### config.mk
export PLATFORM = sky130hd
export DESIGN_NAME = bounded_double_ended_queue_flat
export DESIGN_NICKNAME = d
export VERILOG_FILES = /design/src/rtl/core/bdq_pkg.sv /design/src/rtl/core/bdq_req_if.sv /design/src/rtl/core/bdq_rsp_if.sv /design/src/rtl/core/bdq_cfg_if.sv /design/src/rtl/core/bdq_store.sv /design/src/rtl/core/bdq_ctrl.sv /design/src/rtl/core/bounded_double_ended_queue.sv /design/src/flat_wrapper.sv
export SDC_FILE = /design/constraint.sdc
export NUM_CORES = 1
export LEC_CHECK = 0
export BUFFER_PORTS_ARGS = -buffer_cell sky130_fd_sc_hd__buf_2
export CAP_MARGIN = 10
export CORE_MARGIN = 1
export CORE_UTILIZATION = 65
export DETAILED_ROUTE_END_ITERATION = 7
export GPL_TIMING_DRIVEN = 1
export PLACE_DENSITY_LB_ADDON = 0.08
export SLEW_MARGIN = 20
export SYNTH_ARGS = -nofsm -noshare
export SYNTH_HDL_FRONTEND = slang
export SYNTH_HIERARCHICAL = 1
export SYNTH_SLANG_ARGS = --single-unit
### constraint.sdc
create_clock -name clk -period 13.7 [get_ports clk]
set_input_delay 0 -clock clk [delete_from_list [all_inputs] [get_ports clk]]
set_output_delay 0 -clock clk [all_outputs]
set_load 0.02 [all_outputs]
### src/rtl/core/bdq_pkg.sv
`timescale 1ns / 1ps
`default_nettype none

package bdq_pkg;

    localparam int DATA_W        = 32;
    localparam int CMD_W         = 3;
    localparam int CAP_W         = 5;
    localparam int COUNT_W       = 5;
    localparam int DEFAULT_DEPTH = 16;

    localparam logic [CAP_W-1:0]  CAP_RESET   = 5'd16;
    localparam logic [DATA_W-1:0] EMPTY_VALUE = 32'hFFFF_FFFF;

    typedef enum logic [CMD_W-1:0] {
        CMD_PUSH_FRONT = 3'd0,
        CMD_PUSH_BACK  = 3'd1,
        CMD_POP_FRONT  = 3'd2,
        CMD_POP_BACK   = 3'd3,
        CMD_QUERY      = 3'd4
    } cmd_t;

    typedef struct packed {
        logic               accepted;
        logic               is_empty;
        logic               is_full;
        logic [COUNT_W-1:0] entry_count;
    } status_t;

endpackage

`default_nettype wire

### src/rtl/core/bdq_req_if.sv
`timescale 1ns / 1ps
`default_nettype none

interface bdq_req_if;
    import bdq_pkg::*;

    logic                     valid;
    logic                     ready;
    logic [CMD_W-1:0]         command;
    logic signed [DATA_W-1:0] value;

    modport source (output valid, output command, output value, input ready);
    modport sink   (input valid, input command, input value, output ready);
endinterface

`default_nettype wire

### src/rtl/core/bdq_rsp_if.sv
`timescale 1ns / 1ps
`default_nettype none

interface bdq_rsp_if;
    import bdq_pkg::*;

    logic                     valid;
    logic                     ready;
    logic                     accepted;
    logic signed [DATA_W-1:0] front_value;
    logic signed [DATA_W-1:0] rear_value;
    logic                     is_empty;
    logic                     is_full;
    logic [COUNT_W-1:0]       entry_count;

    modport source (output valid, output accepted, output front_value, output rear_value,
                    output is_empty, output is_full, output entry_count, input ready);
    modport sink   (input valid, input accepted, input front_value, input rear_value,
                    input is_empty, input is_full, input entry_count, output ready);
endinterface

`default_nettype wire

### src/rtl/core/bdq_cfg_if.sv
`timescale 1ns / 1ps
`default_nettype none

interface bdq_cfg_if;
    import bdq_pkg::*;

    logic             valid;
    logic             ready;
    logic [CAP_W-1:0] data;

    modport source (output valid, output data, input ready);
    modport sink   (input valid, input data, output ready);
endinterface

`default_nettype wire

### src/rtl/core/bdq_store.sv
`timescale 1ns / 1ps
`default_nettype none

// Ring storage: one write port, two registered read ports, write-first on a
// same-address read so a push is seen by the read issued in the same cycle.
module bdq_store #(
    parameter int DEPTH = bdq_pkg::DEFAULT_DEPTH,
    parameter int PTR_W = 4
) (
    input  wire logic                        clk,
    input  wire logic                        wr_en,
    input  wire logic [PTR_W-1:0]            wr_addr,
    input  wire logic [bdq_pkg::DATA_W-1:0]  wr_data,
    input  wire logic [PTR_W-1:0]            rd_addr_front,
    input  wire logic [PTR_W-1:0]            rd_addr_rear,
    output      logic [bdq_pkg::DATA_W-1:0]  rd_front,
    output      logic [bdq_pkg::DATA_W-1:0]  rd_rear
);
    import bdq_pkg::*;

    logic [DATA_W-1:0] mem [DEPTH];

    always_ff @(posedge clk)
    begin
        if (wr_en)
        begin
            mem[wr_addr] <= wr_data;
        end
    end

    always_ff @(posedge clk)
    begin
        rd_front <= (wr_en && wr_addr == rd_addr_front) ? wr_data : mem[rd_addr_front];
        rd_rear  <= (wr_en && wr_addr == rd_addr_rear)  ? wr_data : mem[rd_addr_rear];
    end

endmodule

`default_nettype wire

### src/rtl/core/bdq_ctrl.sv
`timescale 1ns / 1ps
`default_nettype none

module bdq_ctrl #(
    parameter int DEPTH = bdq_pkg::DEFAULT_DEPTH,
    parameter int PTR_W = 4,
    parameter int CNT_W = 5
) (
    input  wire logic                        clk,
    input  wire logic                        rst_n,
    bdq_req_if.sink                          req,
    bdq_rsp_if.source                        rsp,
    bdq_cfg_if.sink                          cfg,
    output      logic                        wr_en,
    output      logic [PTR_W-1:0]            wr_addr,
    output      logic [bdq_pkg::DATA_W-1:0]  wr_data,
    output      logic [PTR_W-1:0]            rd_addr_front,
    output      logic [PTR_W-1:0]            rd_addr_rear,
    input  wire logic [bdq_pkg::DATA_W-1:0]  rd_front,
    input  wire logic [bdq_pkg::DATA_W-1:0]  rd_rear
);
    import bdq_pkg::*;

    localparam logic [PTR_W-1:0] LAST_SLOT = PTR_W'(DEPTH - 1);

    typedef enum logic [1:0] {
        ST_IDLE = 2'b01,
        ST_LOAD = 2'b10
    } state_t;

    state_t            state_reg, state_next;
    logic [CAP_W-1:0]  cap_reg;
    logic [PTR_W-1:0]  front_reg, front_next;
    logic [PTR_W-1:0]  rear_reg, rear_next;
    logic [CNT_W-1:0]  occ_reg, occ_next;
    status_t           stat_reg, stat_next;
    logic              out_valid_reg;
    status_t           out_stat_reg;
    logic [DATA_W-1:0] out_front_reg, out_rear_reg;

    logic              take;
    logic              full_now, full_after, ok;
    logic [31:0]       limit, occ32_next;
    logic [PTR_W-1:0]  front_prev, rear_succ;

    function automatic logic [PTR_W-1:0] ring_next(input logic [PTR_W-1:0] p);
        return (p == LAST_SLOT) ? '0 : p + PTR_W'(1);
    endfunction

    function automatic logic [PTR_W-1:0] ring_prev(input logic [PTR_W-1:0] p);
        return (p == '0) ? LAST_SLOT : p - PTR_W'(1);
    endfunction

    assign cfg.ready = 1'b1;
    assign req.ready = (state_reg == ST_IDLE) && (!out_valid_reg || rsp.ready);
    assign take      = req.valid && req.ready;

    assign limit      = (32'(cap_reg) > 32'(DEPTH)) ? 32'(DEPTH) : 32'(cap_reg);
    assign full_now   = 32'(occ_reg) >= limit;
    assign front_prev = ring_prev(front_reg);
    assign rear_succ  = ring_next(rear_reg);

    always_comb
    begin
        front_next = front_reg;
        rear_next  = rear_reg;
        occ_next   = occ_reg;
        ok         = 1'b1;
        wr_en      = 1'b0;
        wr_addr    = front_reg;
        unique case (cmd_t'(req.command))
            CMD_PUSH_FRONT, CMD_PUSH_BACK:
            begin
                if (full_now)
                begin
                    ok = 1'b0;
                end
                else
                begin
                    wr_en    = take;
                    occ_next = occ_reg + CNT_W'(1);
                    if (occ_reg == '0)
                    begin
                        rear_next = front_reg;
                        wr_addr   = front_reg;
                    end
                    else if (cmd_t'(req.command) == CMD_PUSH_FRONT)
                    begin
                        front_next = front_prev;
                        wr_addr    = front_prev;
                    end
                    else
                    begin
                        rear_next = rear_succ;
                        wr_addr   = rear_succ;
                    end
                end
            end
            CMD_POP_FRONT, CMD_POP_BACK:
            begin
                if (occ_reg == '0)
                begin
                    ok = 1'b0;
                end
                else
                begin
                    occ_next = occ_reg - CNT_W'(1);
                    // last entry out: pointers stay put
                    if (occ_reg != CNT_W'(1))
                    begin
                        if (cmd_t'(req.command) == CMD_POP_FRONT)
                        begin
                            front_next = ring_next(front_reg);
                        end
                        else
                        begin
                            rear_next = ring_prev(rear_reg);
                        end
                    end
                end
            end
            default:
            begin
                ok = 1'b1;
            end
        endcase
    end

    assign wr_data       = req.value;
    assign rd_addr_front = front_next;
    assign rd_addr_rear  = rear_next;

    assign occ32_next = 32'(occ_next);
    assign full_after = occ32_next >= limit;

    always_comb
    begin
        stat_next.accepted    = ok;
        stat_next.is_empty    = (occ_next == '0);
        stat_next.is_full     = full_after;
        stat_next.entry_count = occ32_next[COUNT_W-1:0];
    end

    always_comb
    begin
        state_next = state_reg;
        unique case (state_reg)
            ST_IDLE: if (take) state_next = ST_LOAD;
            ST_LOAD: state_next = ST_IDLE;
            default: state_next = ST_IDLE;
        endcase
    end

    always_ff @(posedge clk or negedge rst_n)
    begin
        if (!rst_n)
        begin
            state_reg     <= ST_IDLE;
            cap_reg       <= CAP_RESET;
            front_reg     <= '0;
            rear_reg      <= '0;
            occ_reg       <= '0;
            out_valid_reg <= 1'b0;
        end
        else
        begin
            state_reg <= state_next;
            if (cfg.valid)
            begin
                cap_reg <= cfg.data;
            end
            if (take)
            begin
                front_reg <= front_next;
                rear_reg  <= rear_next;
                occ_reg   <= occ_next;
            end
            if (state_reg == ST_LOAD)
            begin
                out_valid_reg <= 1'b1;
            end
            else if (rsp.ready)
            begin
                out_valid_reg <= 1'b0;
            end
        end
    end

    // status is registered at accept; in ST_LOAD it moves to the output with the store read data
    always_ff @(posedge clk)
    begin
        if (take)
        begin
            stat_reg <= stat_next;
        end
        if (state_reg == ST_LOAD)
        begin
            out_stat_reg  <= stat_reg;
            out_front_reg <= stat_reg.is_empty ? EMPTY_VALUE : rd_front;
            out_rear_reg  <= stat_reg.is_empty ? EMPTY_VALUE : rd_rear;
        end
    end

    assign rsp.valid       = out_valid_reg;
    assign rsp.accepted    = out_stat_reg.accepted;
    assign rsp.is_empty    = out_stat_reg.is_empty;
    assign rsp.is_full     = out_stat_reg.is_full;
    assign rsp.entry_count = out_stat_reg.entry_count;
    assign rsp.front_value = out_front_reg;
    assign rsp.rear_value  = out_rear_reg;

endmodule

`default_nettype wire

### src/rtl/core/bounded_double_ended_queue.sv
// Bounded double-ended queue on a ring of DEPTH 32-bit entries.
// req channel: one operation per beat (push front, push back, pop front,
//   pop back, query; unused codes act as a query) with the value to push.
// rsp channel: one beat per operation giving whether it was accepted, the
//   front and rear entries (all ones when empty), empty, full and count.
// cfg channel: writes the capacity (0..31, clipped to DEPTH; zero refuses
//   every push); always ready, write only while no operation is in flight.
// Sequence: pointer update, store write and store read happen at the request
//   beat; the output register is then loaded from the read data in ST_LOAD,
//   and rsp.valid rises as it is loaded.
// Flow: no new request is taken while ST_LOAD is loading the output register.
// Stall: the result waits in the output register; the next request is taken
//   in the cycle that result is taken, not before.
// Reset: pointers and count clear, capacity returns to 16, queue is empty.
//   The entry store is not cleared; only live slots ever reach rsp.
`timescale 1ns / 1ps
`default_nettype none

module bounded_double_ended_queue #(
    parameter int DEPTH = bdq_pkg::DEFAULT_DEPTH
) (
    input  wire logic clk,
    input  wire logic rst_n,
    bdq_req_if.sink   req,
    bdq_rsp_if.source rsp,
    bdq_cfg_if.sink   cfg
);
    import bdq_pkg::*;

    localparam int PTR_W = (DEPTH > 1) ? $clog2(DEPTH) : 1;
    localparam int CNT_W = $clog2(DEPTH + 1);

    logic              wr_en;
    logic [PTR_W-1:0]  wr_addr;
    logic [DATA_W-1:0] wr_data;
    logic [PTR_W-1:0]  rd_addr_front, rd_addr_rear;
    logic [DATA_W-1:0] rd_front, rd_rear;

    bdq_ctrl #(
        .DEPTH (DEPTH),
        .PTR_W (PTR_W),
        .CNT_W (CNT_W)
    ) u_ctrl (
        .clk           (clk),
        .rst_n         (rst_n),
        .req           (req),
        .rsp           (rsp),
        .cfg           (cfg),
        .wr_en         (wr_en),
        .wr_addr       (wr_addr),
        .wr_data       (wr_data),
        .rd_addr_front (rd_addr_front),
        .rd_addr_rear  (rd_addr_rear),
        .rd_front      (rd_front),
        .rd_rear       (rd_rear)
    );

    bdq_store #(
        .DEPTH (DEPTH),
        .PTR_W (PTR_W)
    ) u_store (
        .clk           (clk),
        .wr_en         (wr_en),
        .wr_addr       (wr_addr),
        .wr_data       (wr_data),
        .rd_addr_front (rd_addr_front),
        .rd_addr_rear  (rd_addr_rear),
        .rd_front      (rd_front),
        .rd_rear       (rd_rear)
    );

endmodule

`default_nettype wire

### src/flat_wrapper.sv
// flat-port wrapper written by rule: the top's interface ports become plain ports
module bounded_double_ended_queue_flat import bdq_pkg::*;
#(
    parameter int DEPTH = bdq_pkg::DEFAULT_DEPTH
)
  (clk, rst_n, req_valid, req_command, req_value, req_ready, rsp_valid, rsp_accepted, rsp_front_value, rsp_rear_value, rsp_is_empty, rsp_is_full, rsp_entry_count, rsp_ready, cfg_valid, cfg_data, cfg_ready);
  bdq_req_if req_i ();
  bdq_rsp_if rsp_i ();
  bdq_cfg_if cfg_i ();
  input  wire logic clk;
  input  wire logic rst_n;
  input wire logic [$bits(req_i.valid)-1:0] req_valid;
  input wire logic [$bits(req_i.command)-1:0] req_command;
  input wire logic [$bits(req_i.value)-1:0] req_value;
  output wire logic [$bits(req_i.ready)-1:0] req_ready;
  output wire logic [$bits(rsp_i.valid)-1:0] rsp_valid;
  output wire logic [$bits(rsp_i.accepted)-1:0] rsp_accepted;
  output wire logic [$bits(rsp_i.front_value)-1:0] rsp_front_value;
  output wire logic [$bits(rsp_i.rear_value)-1:0] rsp_rear_value;
  output wire logic [$bits(rsp_i.is_empty)-1:0] rsp_is_empty;
  output wire logic [$bits(rsp_i.is_full)-1:0] rsp_is_full;
  output wire logic [$bits(rsp_i.entry_count)-1:0] rsp_entry_count;
  input wire logic [$bits(rsp_i.ready)-1:0] rsp_ready;
  input wire logic [$bits(cfg_i.valid)-1:0] cfg_valid;
  input wire logic [$bits(cfg_i.data)-1:0] cfg_data;
  output wire logic [$bits(cfg_i.ready)-1:0] cfg_ready;
  assign req_i.valid = req_valid;
  assign req_i.command = req_command;
  assign req_i.value = req_value;
  assign req_ready = req_i.ready;
  assign rsp_valid = rsp_i.valid;
  assign rsp_accepted = rsp_i.accepted;
  assign rsp_front_value = rsp_i.front_value;
  assign rsp_rear_value = rsp_i.rear_value;
  assign rsp_is_empty = rsp_i.is_empty;
  assign rsp_is_full = rsp_i.is_full;
  assign rsp_entry_count = rsp_i.entry_count;
  assign rsp_i.ready = rsp_ready;
  assign cfg_i.valid = cfg_valid;
  assign cfg_i.data = cfg_data;
  assign cfg_ready = cfg_i.ready;
  bounded_double_ended_queue #(.DEPTH(DEPTH)) u_core (.clk(clk), .rst_n(rst_n), .req(req_i), .rsp(rsp_i), .cfg(cfg_i));
endmodule
==> key figures <==
Outcome
  – Status: finished, final reports clean

Timing
  – RSZ-0062 raised after global routing: no
  – Slew @ Worst Pin: 1180 ps
  – Final setup vio count: 0
  – Slew margin rel.: 21.1%
  – Final Max Tran Viols: 0
  – Fin. Hold Viols: 0
  – Min Tclk post-route: 4670 ps
  – Period utilization: 34.1%
  – Post-Route Skew: 34.5 ps
  – Post-route setup TNS: 0 ps
  – Max Clock Freq: ~210 MHz

Clock network
  – Root buf cell: clkbuf_16
  – Clock-pin slew on the worst setup and hold paths: around 60 ps
  – Htree depth: 2
  – CTS buffer count: just over 60
  – CTS tree: yes
  – Post_cts resized: 0
  – Worst-Skew Late Latency: 630 ps
  – Sinks on Clock Net: 621
  – CTS Buffer Depth: 3

Global routing
  – GRT Total Usage: 30.9%
  – First-pass GRT wire length: 99.5 mm
  – Largest net degree at the start of global routing: slightly above 100
  – GRT overflow: 0
  – Initial antenna violation count: 0
  – Vias in the first global route: around 16000

Yosys
  – Netlist Area Pre-Place: 28300 sq um
  – Yosys reg bits: 621
  – Number of synthesized flops with an enable pin: just under 600
  – Synth area leaders: edfxtp_1 (63%), mux4_2 (20%), a22oi_1 (3.5%)
  – Post-synth net total: 1603
  – Sequential area share after synthesis: 65.2%
  – Yosys warning count: 6
  – Count of cell types in the netlist: 65
  – Yosys top cell by area: edfxtp_1
  – Syn Inst Count: between 1500 and 2000
  – Most used DFF post-synth: edfxtp_1
  – Async S/R FF share, synth: 3.38%
  – Avg Inst Size Synth: 18.4 sq um
  – Top-area cell type share of the netlist area: 62.8%

Layout
  – Area grow syn2layout: 12.9%
  – Most frequent cells in the layout: edfxtp_1 (592), mux4_2 (256), a22oi_1 (131)
  – Final Non-Filler Cells: ~2300
  – Nets: 1726
  – Antenna diodes: 0
  – Max FFs per register: around 500
  – Layout cells sized above 1: 35.5%
  – Final Cell Area: around 32000 sq um
  – Commonest non-fill, non-tap cell in the layout: edfxtp_1
  – Biggest register: u_core/u_store/mem

Placement
  – Placed Area: 29500 sq um
  – IO Port Bufs: 118
  – Final RePlAce weighted congestion: slightly below 0.9
  – DP Cell Count: ~2100
  – Final HPWL DP: 37.5 mm

Setup path
  – Worst Path Arrival: 4920 ps
  – Max FO, Critical Path: 22
  – CP endpoint kind: flop
  – Cells along the critical path: inv_1 > nand2_1 > ha_1 > a21oi_1 > o21ai_1 > a211oi_1 > nand2_1 > o21ai_0 > nand2b_1 > nor2_4 > buf_4
  – Worst Setup Path Type: flop to flop
  – Startpoint Class: flop
  – CP peak stage delay: 810 ps
  – CP required: around 14000 ps
  – CP max-delay cell: o21ai_0
  – Most common cell on crit path: nand2_1

Min path
  – Worst Hold Class: primary input to flop

Floorplanning
  – Core area: 43100 sq um
  – Die W: ~210 microns
  – Initial cell density of the core: 65.8%
  – IO Count: 120
  – # rows: between 70 and 80
  – Die H: 211 microns
  – Die ar.: about 44000 sq um

Drt
  – DR WL/cell: 28.9 microns
  – DR vias/cell: 6.96
  – WL final: 66.2 mm
  – Drt drc: 0
  – DR vias: 16000
  – TritonRoute pass-1 iters: 6
  – ANT nets after route: 0
  – Starting DRT DRC Count: around 1800

Pwr
  – Peak supply drop: 174 uV
  – Lkg Pwr: 10.4 nW
  – Pwr dens: 185 nW/um^2

Flow run
  – Max-Cap Viols: 0
## power by group
part / internal (W) / switching, W
Clock: 0.00100 / 0.000696
Sequential: 0.00219 / 0.000189
Combinational: 0.000896 / 0.000933
Total: 0.00409 / 0.00182
## per-layer routing
metal	global-route usage, %	wire [microns]
met1	43.8	25300
met2	49.4	32400
met3	5.47	6620
met4	10.8	1950
met5	0	0
## cells by family after synthesis
group | share of synthesized area, %
flops | 65.2
mux | 20.9
simple gates | 4.40
compound gates | 5.66
buf+inv | 2.94
fa+ha+maj | 0.751
xor+xnor | 0.155
other cells | 0.0132
## critical path: cells and delay by family (launching register included)
kind	cells	cell delay (ps)
adders and majority gates	1	250
buffers and inverters	2	600
and+or+nand+nor	4	1350
DFF	1	550
AOI/OAI and AO/OA	4	1560
## area by class of cell
type                            count  area, sq um
Sequential cell                   621        18500
Fill cell                        2463        11100
Multi-Input combinational cell    759         9200
Clock buffer                       76         1670
Timing Repair Buffer              202         1500
Tap cell                          585          732
Clock inverter                     32          350
Inverter                           19         71.3
## Yosys cell counts, types with 17 or more instances
cell type	count
edfxtp_1	592
mux4_2	256
a22oi_1	131
nand2_1	92
or2_2	66
clkbuf_1	52
buf_4	51
nor2_1	32
buf_1	19
dfrtp_1	19
inv_1	19
a21oi_1	18
buf_2	18
ha_1	17
## per-stage QoR
stage	hold slack (ps)	setup WS, ps	util (%)	power [W]
after CTS	163	9080	74.3	0.00593
after floorplan	-296	8600	-	0.00374
final	206	9030	74.3	0.00591
after detailed placement	13.8	9120	68.4	0.00422
after global placement	3.74	9180	68.0	0.00418
after global routing	208	8810	74.3	0.00613
## worst paths after layout
check / start / endpoint / slack [ps] / cells after the start
setup / recovery: u_core/u_ctrl/cap_reg[4]$_DFFE_PN1P_ / u_core/u_store/mem[13][31]$_DFFE_PP_ / 9030 / 11
min in group asynchronous: rst_n / u_core/u_ctrl/cap_reg[4]$_DFFE_PN1P_ / 500 / 3
setup reg to reg: u_core/u_ctrl/cap_reg[4]$_DFFE_PN1P_ / u_core/u_store/mem[13][31]$_DFFE_PP_ / 9030 / 11
hold / removal: cfg_valid / u_core/u_ctrl/cap_reg[4]$_DFFE_PN1P_ / 210 / 3
hold reg to reg: u_core/u_ctrl/stat_reg[3]$_DFFE_PP_ / u_core/u_ctrl/rsp.entry_count[3]$_DFFE_PP_ / 420 / 0
max in group asynchronous: rst_n / u_core/u_ctrl/state_reg[1]$_DFFE_PN0P_ / 12660 / 4
## repair_timing
action                                 CTS  global route
setup buffers                            0             0
endpoints found under the hold margin  549             0
hold buffers                            51             0
Note: power is estimated with default switching activity, not from simulation.
